**src/rtl/can_mrq_pkg.sv**
```systemverilog
// Shared definitions for the CAN message ring queue: field widths, queue
// depth, kind and status codes, the stored entry type and a pointer helper.
// No dependencies.
package can_mrq_pkg;

   localparam int unsigned QUEUE_DEPTH    = 16;
   localparam int unsigned PTR_W          = (QUEUE_DEPTH > 1) ? $clog2(QUEUE_DEPTH) : 1;
   localparam int unsigned CNT_W          = $clog2(QUEUE_DEPTH + 1);

   localparam int unsigned ID_W           = 11;
   localparam int unsigned LEN_W          = 4;
   localparam int unsigned MAX_DATA_BYTES = 8;
   localparam int unsigned DATA_W         = 8 * MAX_DATA_BYTES;
   localparam int unsigned STATUS_W       = 2;

   // Item kind
   localparam logic KIND_PUSH = 1'b0;
   localparam logic KIND_POP  = 1'b1;

   // Result status codes
   localparam logic [STATUS_W-1:0] STATUS_OK        = 2'd0;
   localparam logic [STATUS_W-1:0] STATUS_OVERWRITE = 2'd1;
   localparam logic [STATUS_W-1:0] STATUS_EMPTY     = 2'd2;

   typedef logic [PTR_W-1:0] ptr_type;
   typedef logic [CNT_W-1:0] cnt_type;

   typedef struct packed {
      logic [ID_W-1:0]   id;
      logic [LEN_W-1:0]  len;
      logic [DATA_W-1:0] bytes;
   } entry_type;

   // Advance a ring pointer, wrapping from the last slot back to zero.
   function automatic ptr_type next_ptr(input ptr_type ptr);
      ptr_type result;
      if (ptr == PTR_W'(QUEUE_DEPTH - 1)) begin
         result = '0;
      end else begin
         result = ptr + 1'b1;
      end
      return result;
   endfunction

endpackage

```
**src/rtl/can_mrq_if.sv**
```systemverilog
// Handshake channels of the CAN message ring queue: request (push or pop)
// and response. Depends on can_mrq_pkg.
interface can_mrq_req_if;
   logic                               valid;
   logic                               ready;
   logic                               kind;
   logic [can_mrq_pkg::ID_W-1:0]       msg_id;
   logic [can_mrq_pkg::LEN_W-1:0]      msg_len;
   logic [can_mrq_pkg::DATA_W-1:0]     msg_bytes;

   modport source (output valid, kind, msg_id, msg_len, msg_bytes, input ready);
   modport sink   (input valid, kind, msg_id, msg_len, msg_bytes, output ready);
endinterface

interface can_mrq_rsp_if;
   logic                               valid;
   logic                               ready;
   logic [can_mrq_pkg::STATUS_W-1:0]   status;
   logic [can_mrq_pkg::ID_W-1:0]       out_id;
   logic [can_mrq_pkg::LEN_W-1:0]      out_len;
   logic [can_mrq_pkg::DATA_W-1:0]     out_bytes;

   modport source (output valid, status, out_id, out_len, out_bytes, input ready);
   modport sink   (input valid, status, out_id, out_len, out_bytes, output ready);
endinterface

```
**src/rtl/can_message_ring_queue_top.sv**
```systemverilog
// CAN message ring queue: one item (push or pop) in, one result item out.
// The result of an item is registered, valid in the cycle after it is accepted.
// One item per cycle while results drain; the response register frees as taken.
// Reset (synchronous, active high) empties the queue and clears the pointers;
// the message store itself is not cleared, as the fill count guards every read.
// Depends on can_mrq_pkg and can_mrq_if.
module can_message_ring_queue_top (
   input logic           clock,
   input logic           reset,
   can_mrq_req_if.sink   req,
   can_mrq_rsp_if.source rsp
);

   // ---------------------------------------------------------------------
   // Queue control state
   // ---------------------------------------------------------------------
   can_mrq_pkg::ptr_type write_ptr_ff, write_ptr_in;
   can_mrq_pkg::ptr_type read_ptr_ff,  read_ptr_in;
   can_mrq_pkg::cnt_type fill_count_ff, fill_count_in;

   // Response stage
   logic                                rsp_valid_ff, rsp_valid_in;
   logic [can_mrq_pkg::STATUS_W-1:0]    status_ff, status_in;
   can_mrq_pkg::entry_type              rd_entry_ff;

   // Message store: written at the head, read at the tail
   can_mrq_pkg::entry_type              mem [can_mrq_pkg::QUEUE_DEPTH];

   logic                                accept;
   logic                                is_push;
   logic                                is_pop;
   logic                                empty;
   logic                                full;
   logic                                pop_hit;
   logic [can_mrq_pkg::LEN_W-1:0]       len_sat;
   can_mrq_pkg::entry_type              wr_entry;

   // Take a new item whenever the response register is empty or being drained.
   assign req.ready = !rsp_valid_ff || rsp.ready;
   assign accept    = req.valid && req.ready;
   assign is_push   = (req.kind == can_mrq_pkg::KIND_PUSH);
   assign is_pop    = (req.kind == can_mrq_pkg::KIND_POP);
   assign empty     = (fill_count_ff == '0);
   assign full      = (fill_count_ff == can_mrq_pkg::CNT_W'(can_mrq_pkg::QUEUE_DEPTH));
   assign pop_hit   = is_pop && !empty;

   // Saturate the byte count to eight and clear bytes at or beyond it, so a
   // later pop can return the stored word as it stands.
   always_comb begin
      if (req.msg_len > can_mrq_pkg::LEN_W'(can_mrq_pkg::MAX_DATA_BYTES)) begin
         len_sat = can_mrq_pkg::LEN_W'(can_mrq_pkg::MAX_DATA_BYTES);
      end else begin
         len_sat = req.msg_len;
      end
      wr_entry.id  = req.msg_id;
      wr_entry.len = len_sat;
      for (int b = 0; b < int'(can_mrq_pkg::MAX_DATA_BYTES); b++) begin
         if (can_mrq_pkg::LEN_W'(b) < len_sat) begin
            wr_entry.bytes[8*b +: 8] = req.msg_bytes[8*b +: 8];
         end else begin
            wr_entry.bytes[8*b +: 8] = 8'h00;
         end
      end
   end

   // Pointer and fill-count update for the accepted item.
   always_comb begin
      write_ptr_in  = write_ptr_ff;
      read_ptr_in   = read_ptr_ff;
      fill_count_in = fill_count_ff;
      status_in     = status_ff;
      rsp_valid_in  = rsp_valid_ff && !rsp.ready;
      if (accept) begin
         rsp_valid_in = 1'b1;
         status_in    = can_mrq_pkg::STATUS_OK;
         if (is_push) begin
            write_ptr_in = can_mrq_pkg::next_ptr(write_ptr_ff);
            if (full) begin
               // drop the oldest entry: advance the tail, hold the count
               read_ptr_in = can_mrq_pkg::next_ptr(read_ptr_ff);
               status_in   = can_mrq_pkg::STATUS_OVERWRITE;
            end else begin
               fill_count_in = fill_count_ff + 1'b1;
            end
         end else if (empty) begin
            status_in = can_mrq_pkg::STATUS_EMPTY;
         end else begin
            read_ptr_in   = can_mrq_pkg::next_ptr(read_ptr_ff);
            fill_count_in = fill_count_ff - 1'b1;
         end
      end
   end

   always_ff @(posedge clock) begin
      if (reset) begin
         write_ptr_ff  <= '0;
         read_ptr_ff   <= '0;
         fill_count_ff <= '0;
         rsp_valid_ff  <= 1'b0;
         status_ff     <= can_mrq_pkg::STATUS_OK;
      end else begin
         write_ptr_ff  <= write_ptr_in;
         read_ptr_ff   <= read_ptr_in;
         fill_count_ff <= fill_count_in;
         rsp_valid_ff  <= rsp_valid_in;
         status_ff     <= status_in;
      end
   end

   // Store write on push; registered read on pop. A push and a pop never
   // share a cycle, and a pop in the cycle after a push sees the new entry.
   always_ff @(posedge clock) begin
      if (accept && is_push) begin
         mem[write_ptr_ff] <= wr_entry;
      end
   end

   always_ff @(posedge clock) begin
      if (accept) begin
         if (pop_hit) begin
            rd_entry_ff <= mem[read_ptr_ff];
         end else begin
            // push results and empty pops carry zero fields
            rd_entry_ff <= '0;
         end
      end
   end

   assign rsp.valid     = rsp_valid_ff;
   assign rsp.status    = status_ff;
   assign rsp.out_id    = rd_entry_ff.id;
   assign rsp.out_len   = rd_entry_ff.len;
   assign rsp.out_bytes = rd_entry_ff.bytes;

   // ---------------------------------------------------------------------
   // Assertions
   // ---------------------------------------------------------------------
   a_count_bound : assert property (@(posedge clock) disable iff (reset)
      fill_count_ff <= can_mrq_pkg::CNT_W'(can_mrq_pkg::QUEUE_DEPTH))
      else $error("fill count above queue depth");

   a_ptrs_meet : assert property (@(posedge clock) disable iff (reset)
      (empty || full) |-> (write_ptr_ff == read_ptr_ff))
      else $error("pointers disagree with empty or full count");

   a_empty_pop : assert property (@(posedge clock) disable iff (reset)
      (accept && is_pop && empty) |=>
         (rsp_valid_ff && status_ff == can_mrq_pkg::STATUS_EMPTY && rd_entry_ff == '0))
      else $error("pop of empty queue not reported as empty");

   a_overwrite : assert property (@(posedge clock) disable iff (reset)
      (accept && is_push && full) |=>
         (status_ff == can_mrq_pkg::STATUS_OVERWRITE && full &&
          read_ptr_ff == can_mrq_pkg::next_ptr($past(read_ptr_ff))))
      else $error("push onto full queue did not drop the oldest entry");

   a_count_step : assert property (@(posedge clock) disable iff (reset)
      !accept |=> $stable(fill_count_ff) && $stable(write_ptr_ff) && $stable(read_ptr_ff))
      else $error("queue state moved without an accepted item");

endmodule

```
**src/flat_wrapper.sv**
```systemverilog
// flat-port wrapper written by rule: the top's interface ports become plain ports
module can_message_ring_queue_top_flat 
  (clock, reset, req_valid, req_kind, req_msg_id, req_msg_len, req_msg_bytes, req_ready, rsp_valid, rsp_status, rsp_out_id, rsp_out_len, rsp_out_bytes, rsp_ready);
  can_mrq_req_if req_i ();
  can_mrq_rsp_if rsp_i ();
  input logic clock;
  input logic reset;
  input wire logic [$bits(req_i.valid)-1:0] req_valid;
  input wire logic [$bits(req_i.kind)-1:0] req_kind;
  input wire logic [$bits(req_i.msg_id)-1:0] req_msg_id;
  input wire logic [$bits(req_i.msg_len)-1:0] req_msg_len;
  input wire logic [$bits(req_i.msg_bytes)-1:0] req_msg_bytes;
  output wire logic [$bits(req_i.ready)-1:0] req_ready;
  output wire logic [$bits(rsp_i.valid)-1:0] rsp_valid;
  output wire logic [$bits(rsp_i.status)-1:0] rsp_status;
  output wire logic [$bits(rsp_i.out_id)-1:0] rsp_out_id;
  output wire logic [$bits(rsp_i.out_len)-1:0] rsp_out_len;
  output wire logic [$bits(rsp_i.out_bytes)-1:0] rsp_out_bytes;
  input wire logic [$bits(rsp_i.ready)-1:0] rsp_ready;
  assign req_i.valid = req_valid;
  assign req_i.kind = req_kind;
  assign req_i.msg_id = req_msg_id;
  assign req_i.msg_len = req_msg_len;
  assign req_i.msg_bytes = req_msg_bytes;
  assign req_ready = req_i.ready;
  assign rsp_valid = rsp_i.valid;
  assign rsp_status = rsp_i.status;
  assign rsp_out_id = rsp_i.out_id;
  assign rsp_out_len = rsp_i.out_len;
  assign rsp_out_bytes = rsp_i.out_bytes;
  assign rsp_i.ready = rsp_ready;
  can_message_ring_queue_top u_core (.clock(clock), .reset(reset), .req(req_i), .rsp(rsp_i));
endmodule
```
**config.mk**
```make
export PLATFORM = sky130hd
export DESIGN_NAME = can_message_ring_queue_top_flat
export DESIGN_NICKNAME = d
export VERILOG_FILES = /design/src/rtl/can_mrq_pkg.sv /design/src/rtl/can_mrq_if.sv /design/src/rtl/can_message_ring_queue_top.sv /design/src/flat_wrapper.sv
export SDC_FILE = /design/constraint.sdc
export NUM_CORES = 1
export LEC_CHECK = 0
export BUFFER_PORTS_ARGS = -buffer_cell sky130_fd_sc_hd__buf_2
export CELL_PAD_IN_SITES_DETAIL_PLACEMENT = 0
export CELL_PAD_IN_SITES_GLOBAL_PLACEMENT = 1
export CORE_UTILIZATION = 24
export CTS_CLUSTER_SIZE = 20
export DETAILED_ROUTE_END_ITERATION = 8
export PLACE_DENSITY_LB_ADDON = 0.2
export SLEW_MARGIN = 5
export SYNTH_ARGS = -nofsm -noshare
export SYNTH_HDL_FRONTEND = slang
export SYNTH_SLANG_ARGS = --single-unit
export TNS_END_PERCENT = 100
```
**constraint.sdc**
```tcl
create_clock -name clock -period 9.3 [get_ports clock]
set_clock_uncertainty 0.1 [all_clocks]
set_input_delay 1.395 -clock clock [delete_from_list [all_inputs] [get_ports clock]]
set_output_delay 1.395 -clock clock [all_outputs]
set_load 0.01 [all_outputs]
```
==> results of run 1 <==
==> worst min-delay path, cell delays in order, from the launching register on <==
cell,delay (ns)
sky130_fd_sc_hd__dfxtp_1,0.32
sky130_fd_sc_hd__nand2_1,0.06
sky130_fd_sc_hd__a21oi_1,0.05
==> final timing paths <==
| kind | cells past startpoint | slack, ns | endpoint | start |
|---|---|---|---|---|
| hold / removal | 2 | 0.37 | u_core.rsp.status[1] | u_core.rsp.status[1] |
| setup reg to reg | 6 | 5.82 | u_core.rsp.out_bytes[8] | u_core.fill_count_ff[1] |
| setup / recovery | 4 | 5.54 | req_ready | rsp_ready |
| hold reg to reg | 2 | 0.37 | u_core.rsp.status[1] | u_core.rsp.status[1] |
==> power by group through the flow <==
| stage | clock network, mW | registers [mW] | logic [mW] |
|---|---|---|---|
| after floorplan | 0 | 7.04 | 0.788 |
| after global placement | 0 | 7.08 | 1.10 |
| after detailed placement | 0 | 7.08 | 1.12 |
| after CTS | 5.93 | 6.95 | 1.12 |
| after global routing | 6.14 | 6.95 | 1.18 |
| final | 5.75 | 6.94 | 1.07 |
==> per-stage QoR <==
stage               total power, mW  cells  worst slack, ns  hold WS (ns)
floorplan                     7.823   2217            1.144        0.3761
global placement              8.176   5142            4.749        0.3723
detailed placement            8.194   5142            4.729        0.3689
CTS                           14.00   5417            5.523        0.3763
global route                  14.27   5418            5.384        0.4139
finish                        13.77   5421            5.544        0.3725
==> cell families (layout without fill, tap and decap cells) <==
logic type	count (synthesis)	in the layout	synth area share, %
AOI/OAI and AO/OA	108	108	1.305
xor gates and xnor gates	5	5	0.08457
adders and majority gates	9	9	0.2319
buffers and inverters	126	488	1.561
DFF	1359	1359	78.48
muxes	479	479	16.89
other	0	4	0
and+or+nand+nor	131	131	1.442
==> synthesized netlist by cell type, drive strengths merged <==
library cell / count
a211o: 1
a211oi: 1
a21o: 2
a21oi: 13
a31o: 1
a31oi: 3
a32oi: 1
and2: 24
buf: 95
clkbuf: 21
clkinv: 1
dfxtp: 16
edfxtp: 1343
fa: 1
ha: 8
inv: 9
mux2: 1
mux2i: 162
mux4: 316
nand2: 14
nand2b: 3
nand3: 5
nand3b: 2
nand4: 2
nor2: 22
nor2b: 45
nor3: 9
nor4: 2
o21ai: 3
o22ai: 79
o2bb2ai: 1
o31ai: 1
o41ai: 2
or2: 1
or3: 1
or4: 1
xnor2: 3
xor2: 2
==> cell type report <==
| cell class | instances | share of cell area [%] |
|---|---|---|
| antenna | 4 | 0.01644 |
| clock buffer | 189 | 6.616 |
| clock inverter | 86 | 1.231 |
| inverter | 10 | 0.08221 |
| multi-input combinational | 732 | 17.22 |
| sequential | 1359 | 66.79 |
| tap | 2838 | 5.833 |
| timing repair buffer | 203 | 2.211 |
==> state kept, by name, summed over array words and instances (netlist names) <==
name,count
u_core.rsp.valid,1
u_core.fill_count_ff,5
u_core.rsp.out_len,4
u_core.rsp.out_bytes,64
u_core.write_ptr_ff,4
u_core.read_ptr_ff,4
u_core.mem,1264
u_core.rsp.status,2
u_core.rsp.out_id,11
==> layout by cell type (no fill, tap or decap), types with 3 or more instances in the layout <==
cell type and count:
sky130_fd_sc_hd__edfxtp_1 1343, sky130_fd_sc_hd__mux4_2 316, sky130_fd_sc_hd__buf_2 166, sky130_fd_sc_hd__mux2i_1 162, sky130_fd_sc_hd__clkbuf_16 156, sky130_fd_sc_hd__o22ai_1 79
sky130_fd_sc_hd__nor2b_1 44, sky130_fd_sc_hd__clkinv_1 35, sky130_fd_sc_hd__clkbuf_1 33, sky130_fd_sc_hd__and2_1 24, sky130_fd_sc_hd__clkinv_2 21, sky130_fd_sc_hd__buf_12 19
sky130_fd_sc_hd__buf_4 18, sky130_fd_sc_hd__nand2_1 14, sky130_fd_sc_hd__dfxtp_1 13, sky130_fd_sc_hd__nor2_4 12, sky130_fd_sc_hd__a21oi_1 12, sky130_fd_sc_hd__nor2_1 10
sky130_fd_sc_hd__inv_1 8, sky130_fd_sc_hd__inv_6 8, sky130_fd_sc_hd__ha_1 8, sky130_fd_sc_hd__bufinv_16 8, sky130_fd_sc_hd__nor3_2 6, sky130_fd_sc_hd__diode_2 4
sky130_fd_sc_hd__nand3_1 4, sky130_fd_sc_hd__clkinvlp_4 4, sky130_fd_sc_hd__clkinv_8 4, sky130_fd_sc_hd__a31oi_1 3, sky130_fd_sc_hd__xnor2_1 3, sky130_fd_sc_hd__nor3_1 3
sky130_fd_sc_hd__inv_16 3, sky130_fd_sc_hd__clkinv_4 3, sky130_fd_sc_hd__dfxtp_4 3
==> per-layer routing <==
metal  vias up  track usage [%]
li1       9912                -
met1     12771            17.24
met2       502            21.69
met3       166            2.169
met4         0            3.535
met5         -                0
==> key figures, run 1 <==
Status
  • Run status: finished, final reports clean

STA
  • Fmax: 266.2 MHz
  • RSZ-0062 raised after global routing: false
  • Final critical-path required period: 3.756 ns
  • Total Negative Setup Slacks: 0 ns
  • Transition time of the tightest slew-check pin: 1.225 ns
  • Max-slew violation total from the final report: 0
  • Number of failing setup endpoints in the final timing report: 0
  • Ratio of final minimum period to clock period: 40.39%
  • Final Hold Vio Count: 0
  • Worst-case headroom to the max-slew limit: 17.92%

Power and ir drop
  • Power per unit of standard cell area: 226.1 mW/mm2
  • Switching power as a share of total power: 22.72%
  • Cell internal power dissipation: 10.64 mW
  • Sequential fraction of design power: 50.4%
  • Total net switching power: 3.127 mW
  • Power share of the combinational group: 7.8%
  • Worst vdd ir: 0.1892 mV
  • P_leak: 18.81 nW
  • Clock Power Share: 41.8%

Routing
  • Drt drc: 0
  • Drt first-iter violations: 1963
  • Length of routed met3 wiring: 5355 um
  • Routed Antenna Nets: 0
  • Via count: 23351
  • Top routing layer used: met4
  • Met1 Routed Length: 63480 um
  • DR WL/cell: 25.94 um
  • First-pass detailed-route iteration total: 5
  • Aggregate routed wire length: 140600 um
  • Detailed-routed wire length on met2: 69050 um
  • Vias per cell: 4.308

GRT
  • Residual overflow from global routing: 0
  • Antenna violations before repair: 17
  • GRT Resource Usage Total: 12.94%
  • Largest net degree at the start of global routing: 95
  • Wire length of the first global-routing pass: 196400 um
  • Number of global-route vias before repair: 25351

Die
  • Site Rows: 170
  • Total die area: 0.2177 mm2
  • Core Footprint: 0.2146 mm2
  • DIE HEIGHT: 466.6 um
  • Initial core utilization: 24.13%
  • I/O pin count: 167
  • Die X-Extent: 466.6 um

Synthesis
  • Syn_area_per_cell: 23.36 um2
  • Post-synthesis cell count: 2217
  • Yosys cell types: 46
  • Flip-flop and latch count after synthesis: 1359
  • Cell type with the highest aggregate area in the netlist: sky130_fd_sc_hd__edfxtp_1
  • Post-synth net total: 2310
  • Top area cells in the synthesized netlist: sky130_fd_sc_hd__edfxtp_1, sky130_fd_sc_hd__mux4_2, sky130_fd_sc_hd__mux2i_1
  • Top-area cell type share of the netlist area: 77.86%
  • Share of synthesized area occupied by flip-flops and latches: 78.48%
  • Yosys warning count: 0
  • Netlist area before placement: 0.05179 mm2

Final layout
  • Post-synthesis to final-layout area growth: 17.54%
  • Area taken by flip-flops and latches: 0.04066 mm2
  • Fraction of final layout cells sized beyond drive strength 1: 29.43%
  • Core utilization of the finished layout: 28.37%
  • Net count reported at finish: 2552
  • Design area: 0.06088 mm2
  • Filler Cell Count: 20796
  • Multi-input gate area in the final layout: 0.01049 mm2

Clock tree
  • Clock latency on the worst-skew pair: 0.80 ns
  • CTS Buffer Depth: 3
  • TritonCTS clock tree: built
  • TritonCTS buffer count: 153
  • Max H-tree Level: 4
  • # Post-CTS Setup Buffers: 0
  • Clock input transition at the sequential cells of the worst setup and hold paths: 0.06 ns
  • Hold buffer count at CTS: 0
  • Sinks on Clock Net: 1359
  • Count of cells resized by post-cts repair: 0
  • Buffer type at the clock tree root: sky130_fd_sc_hd__clkbuf_16

Worst setup path
  • Type of destination of the critical path: primary output
  • Startpoint-to-endpoint class of the critical path: input pin to primary output
  • Worst endpoint data arrival time: 2.26 ns
  • Cell chain of the critical path: buf_2 -> nor2b_1 -> inv_1 -> buf_2
  • Type of element launching the critical path: input pin
  • CP Max Fanout: 5
  • Crit path max-delay family: buffers and inverters
  • Biggest cell delay along the critical path: 0.35 ns
  • Slowest CP cell: sky130_fd_sc_hd__nor2b_1
  • CP Data Required Time: 7.81 ns
  • CP Buf/Inv Count: 3
  • Most prevalent standard cell on the critical path: sky130_fd_sc_hd__buf_2

Placement
  • Sum of net half-perimeters after detailed placement: 67920 um
  • Area post-placement: 0.05609 mm2
  • # port buffers: 166
  • Final GP Congestion: 0.6791

Run
  • Number of maximum-capacitance violations: 0

Worst hold path
  • Worst hold-check path type: flip-flop to flip-flop
Note: power is estimated with default switching activity, not from simulation.
==> run 2, diff against run 1 <==
- clock period: 9.3 -> 3.1 ns (I/O delays scaled with it)
==> run 2 against run 1 <==
  * Total power increased to 3.1 times the previous value
  * Design area increased by 2.9%
  * Sequential power increased to 3.0 times the previous value
  * Die area unchanged
  * The run now ends with design-rule violations left
  * Cell count increased by 2.7%
  * Sequential cell count unchanged
  * Critical path depth increased by 3
  * Via count increased by 3.4%
  * Critical path type is now flip-flop to flip-flop
  * Clock-buffer cell count increased by 1
  * Clock power increased to 3.1 times the previous value
  * Hold slack got worse by 0.26 ns
==> key figures, run 2 (same netlist as run 1, synthesis figures left out) <==
Final layout
  • Net count reported at finish: 2699
  • Flip-flop count of the largest register, all copies and words added: 1264
  • Design area: 0.06263 mm2
  • Commonest cells after routing, fill and taps aside: sky130_fd_sc_hd__edfxtp_1, sky130_fd_sc_hd__mux4_2, sky130_fd_sc_hd__buf_2
  • Fraction of final layout cells sized beyond drive strength 1: 33.11%
  • Post-synthesis to final-layout area growth: 20.92%
  • Register with the most flip-flops: u_core.mem
  • Most common cell after layout, fill and taps aside: sky130_fd_sc_hd__edfxtp_1
  • Filler Cell Count: 20835

Clock tree
  • Hold buffer count at CTS: 14
  • Clock input transition at the sequential cells of the worst setup and hold paths: 0.07 ns
  • TritonCTS buffer count: 157
  • CTS Buffer Depth: 3
  • TritonCTS clock tree: built
  • Count of cells resized by post-cts repair: 0
  • # Post-CTS Setup Buffers: 0
  • Max H-tree Level: 4
  • Clock latency on the worst-skew pair: 0.79 ns
  • Buffer type at the clock tree root: sky130_fd_sc_hd__clkbuf_16
  • Sinks on Clock Net: 1359

GRT
  • Largest net degree at the start of global routing: 64
  • GRT Resource Usage Total: 13.24%
  • Number of global-route vias before repair: 25994
  • Residual overflow from global routing: 0
  • Antenna violations before repair: 14
  • Wire length of the first global-routing pass: 202400 um

Die
  • DIE HEIGHT: 466.6 um
  • Site Rows: 170
  • Die X-Extent: 466.6 um
  • Initial core utilization: 24.13%
  • I/O pin count: 167
  • Total die area: 0.2177 mm2
  • Core Footprint: 0.2146 mm2

Worst setup path
  • Startpoint-to-endpoint class of the critical path: flip-flop to flip-flop
  • CP Data Required Time: 3.53 ns
  • Type of destination of the critical path: flip-flop
  • CP Max Fanout: 21
  • Type of element launching the critical path: flip-flop
  • Worst endpoint data arrival time: 3.15 ns

Placement
  • Area post-placement: 0.05753 mm2
  • # port buffers: 166
  • Sum of net half-perimeters after detailed placement: 88390 um
  • Final GP Congestion: 0.7370

Routing
  • Detailed-routed wire length on met2: 70280 um
  • Vias per cell: 4.339
  • Met1 Routed Length: 65040 um
  • Drt drc: 2
  • First-pass detailed-route iteration total: 9
  • Via count: 24146
  • Length of routed met3 wiring: 5488 um
  • Top routing layer used: met4
  • Aggregate routed wire length: 144100 um
  • Drt first-iter violations: 1663
  • DR WL/cell: 25.90 um
  • Routed Antenna Nets: 0

Power and ir drop
  • P_leak: 19.73 nW
  • Power per unit of standard cell area: 675.7 mW/mm2
  • Worst vdd ir: 0.5674 mV

STA
  • Fmax: 367.0 MHz
  • Final critical-path required period: 2.725 ns
  • Total Negative Setup Slacks: 0 ns
  • Max-slew violation total from the final report: 0
  • Worst-case headroom to the max-slew limit: 20.50%
  • Number of failing setup endpoints in the final timing report: 0
  • Final Hold Vio Count: 0
  • Transition time of the tightest slew-check pin: 1.190 ns
  • Ratio of final minimum period to clock period: 87.91%
  • RSZ-0062 raised after global routing: false

Status
  • Violations in the final reports: design-rule violations
  • Run status: finished, violations left

Worst hold path
  • Worst hold-check path type: input pin to flip-flop

Run
  • Number of maximum-capacitance violations: 0
-- run 2: cell count changes in the layout (fill, tap and decap cells not counted), moves of 4 or more --
cell	before	now
sky130_fd_sc_hd__buf_4	18	112
sky130_fd_sc_hd__buf_12	19	54
sky130_fd_sc_hd__dlygate4sd3_1	0	14
sky130_fd_sc_hd__clkinv_2	21	31
sky130_fd_sc_hd__clkinv_1	35	27
sky130_fd_sc_hd__nor3_2	6	0
sky130_fd_sc_hd__nor3_4	0	5
sky130_fd_sc_hd__inv_6	8	4
-- run 2: path summary, 6_finish.rpt --
path / start / to / slack, ns / cells past startpoint
setup / recovery: u_core.fill_count_ff[1] / u_core.rsp.out_id[9] / 0.37 / 7
hold / removal: req_msg_bytes[37] / u_core.mem[3][37] / 0.12 / 3
setup reg to reg: u_core.fill_count_ff[1] / u_core.rsp.out_id[9] / 0.37 / 7
hold reg to reg: u_core.rsp.status[1] / u_core.rsp.status[1] / 0.35 / 2
-- run 2: area by class of cell --
type	count	area, um2	area share (%)
flip-flops and latches	1359	40660	64.92
multi-input cells	732	10520	16.80
clock buffers	190	4074	6.505
well taps	2838	3551	5.670
repair buffers	346	2893	4.619
clock inverters	87	874.6	1.396
inverters	10	50.05	0.07991
diodes	3	7.507	0.01199
-- run 2: where the power goes --
part	total, mW	internal (mW)	switching, mW
logic	3.81	1.65	2.17
clock network	17.8	10.3	7.52
registers	20.7	20.6	0.169
-- run 2: layer usage --
metal  vias up  track usage [%]
li1      10204                -
met1     13252            17.83
met2       532            21.84
met3       158            2.240
met4         0            3.895
met5         -                0
-- run 2: worst max-delay path: stages, from the launching register on --
cell and delay [ns]:
sky130_fd_sc_hd__dfxtp_1 0.43, sky130_fd_sc_hd__nor4_4 0.08, sky130_fd_sc_hd__buf_4 0.18, sky130_fd_sc_hd__nand2b_2 0.19, sky130_fd_sc_hd__nand3_4 0.45, sky130_fd_sc_hd__buf_12 0.39
sky130_fd_sc_hd__buf_12 0.17, sky130_fd_sc_hd__o22ai_1 0.44
-- run 2: through the flow --
stage / hold WS, ns / cells / util [%] / setup slack (ns) / power (mW)
after floorplan: 0.3761 / 2217 / - / -0.6003 / 23.47
after global placement: 0.3506 / 5271 / 26.80 / 0.3063 / 25.01
after detailed placement: 0.3468 / 5271 / 26.81 / 0.3174 / 25.06
after CTS: 0.03061 / 5562 / 29.18 / 0.3839 / 43.10
after global routing: 0.08061 / 5563 / 29.18 / 0.3121 / 43.87
final: 0.1159 / 5565 / 29.18 / 0.3748 / 42.32
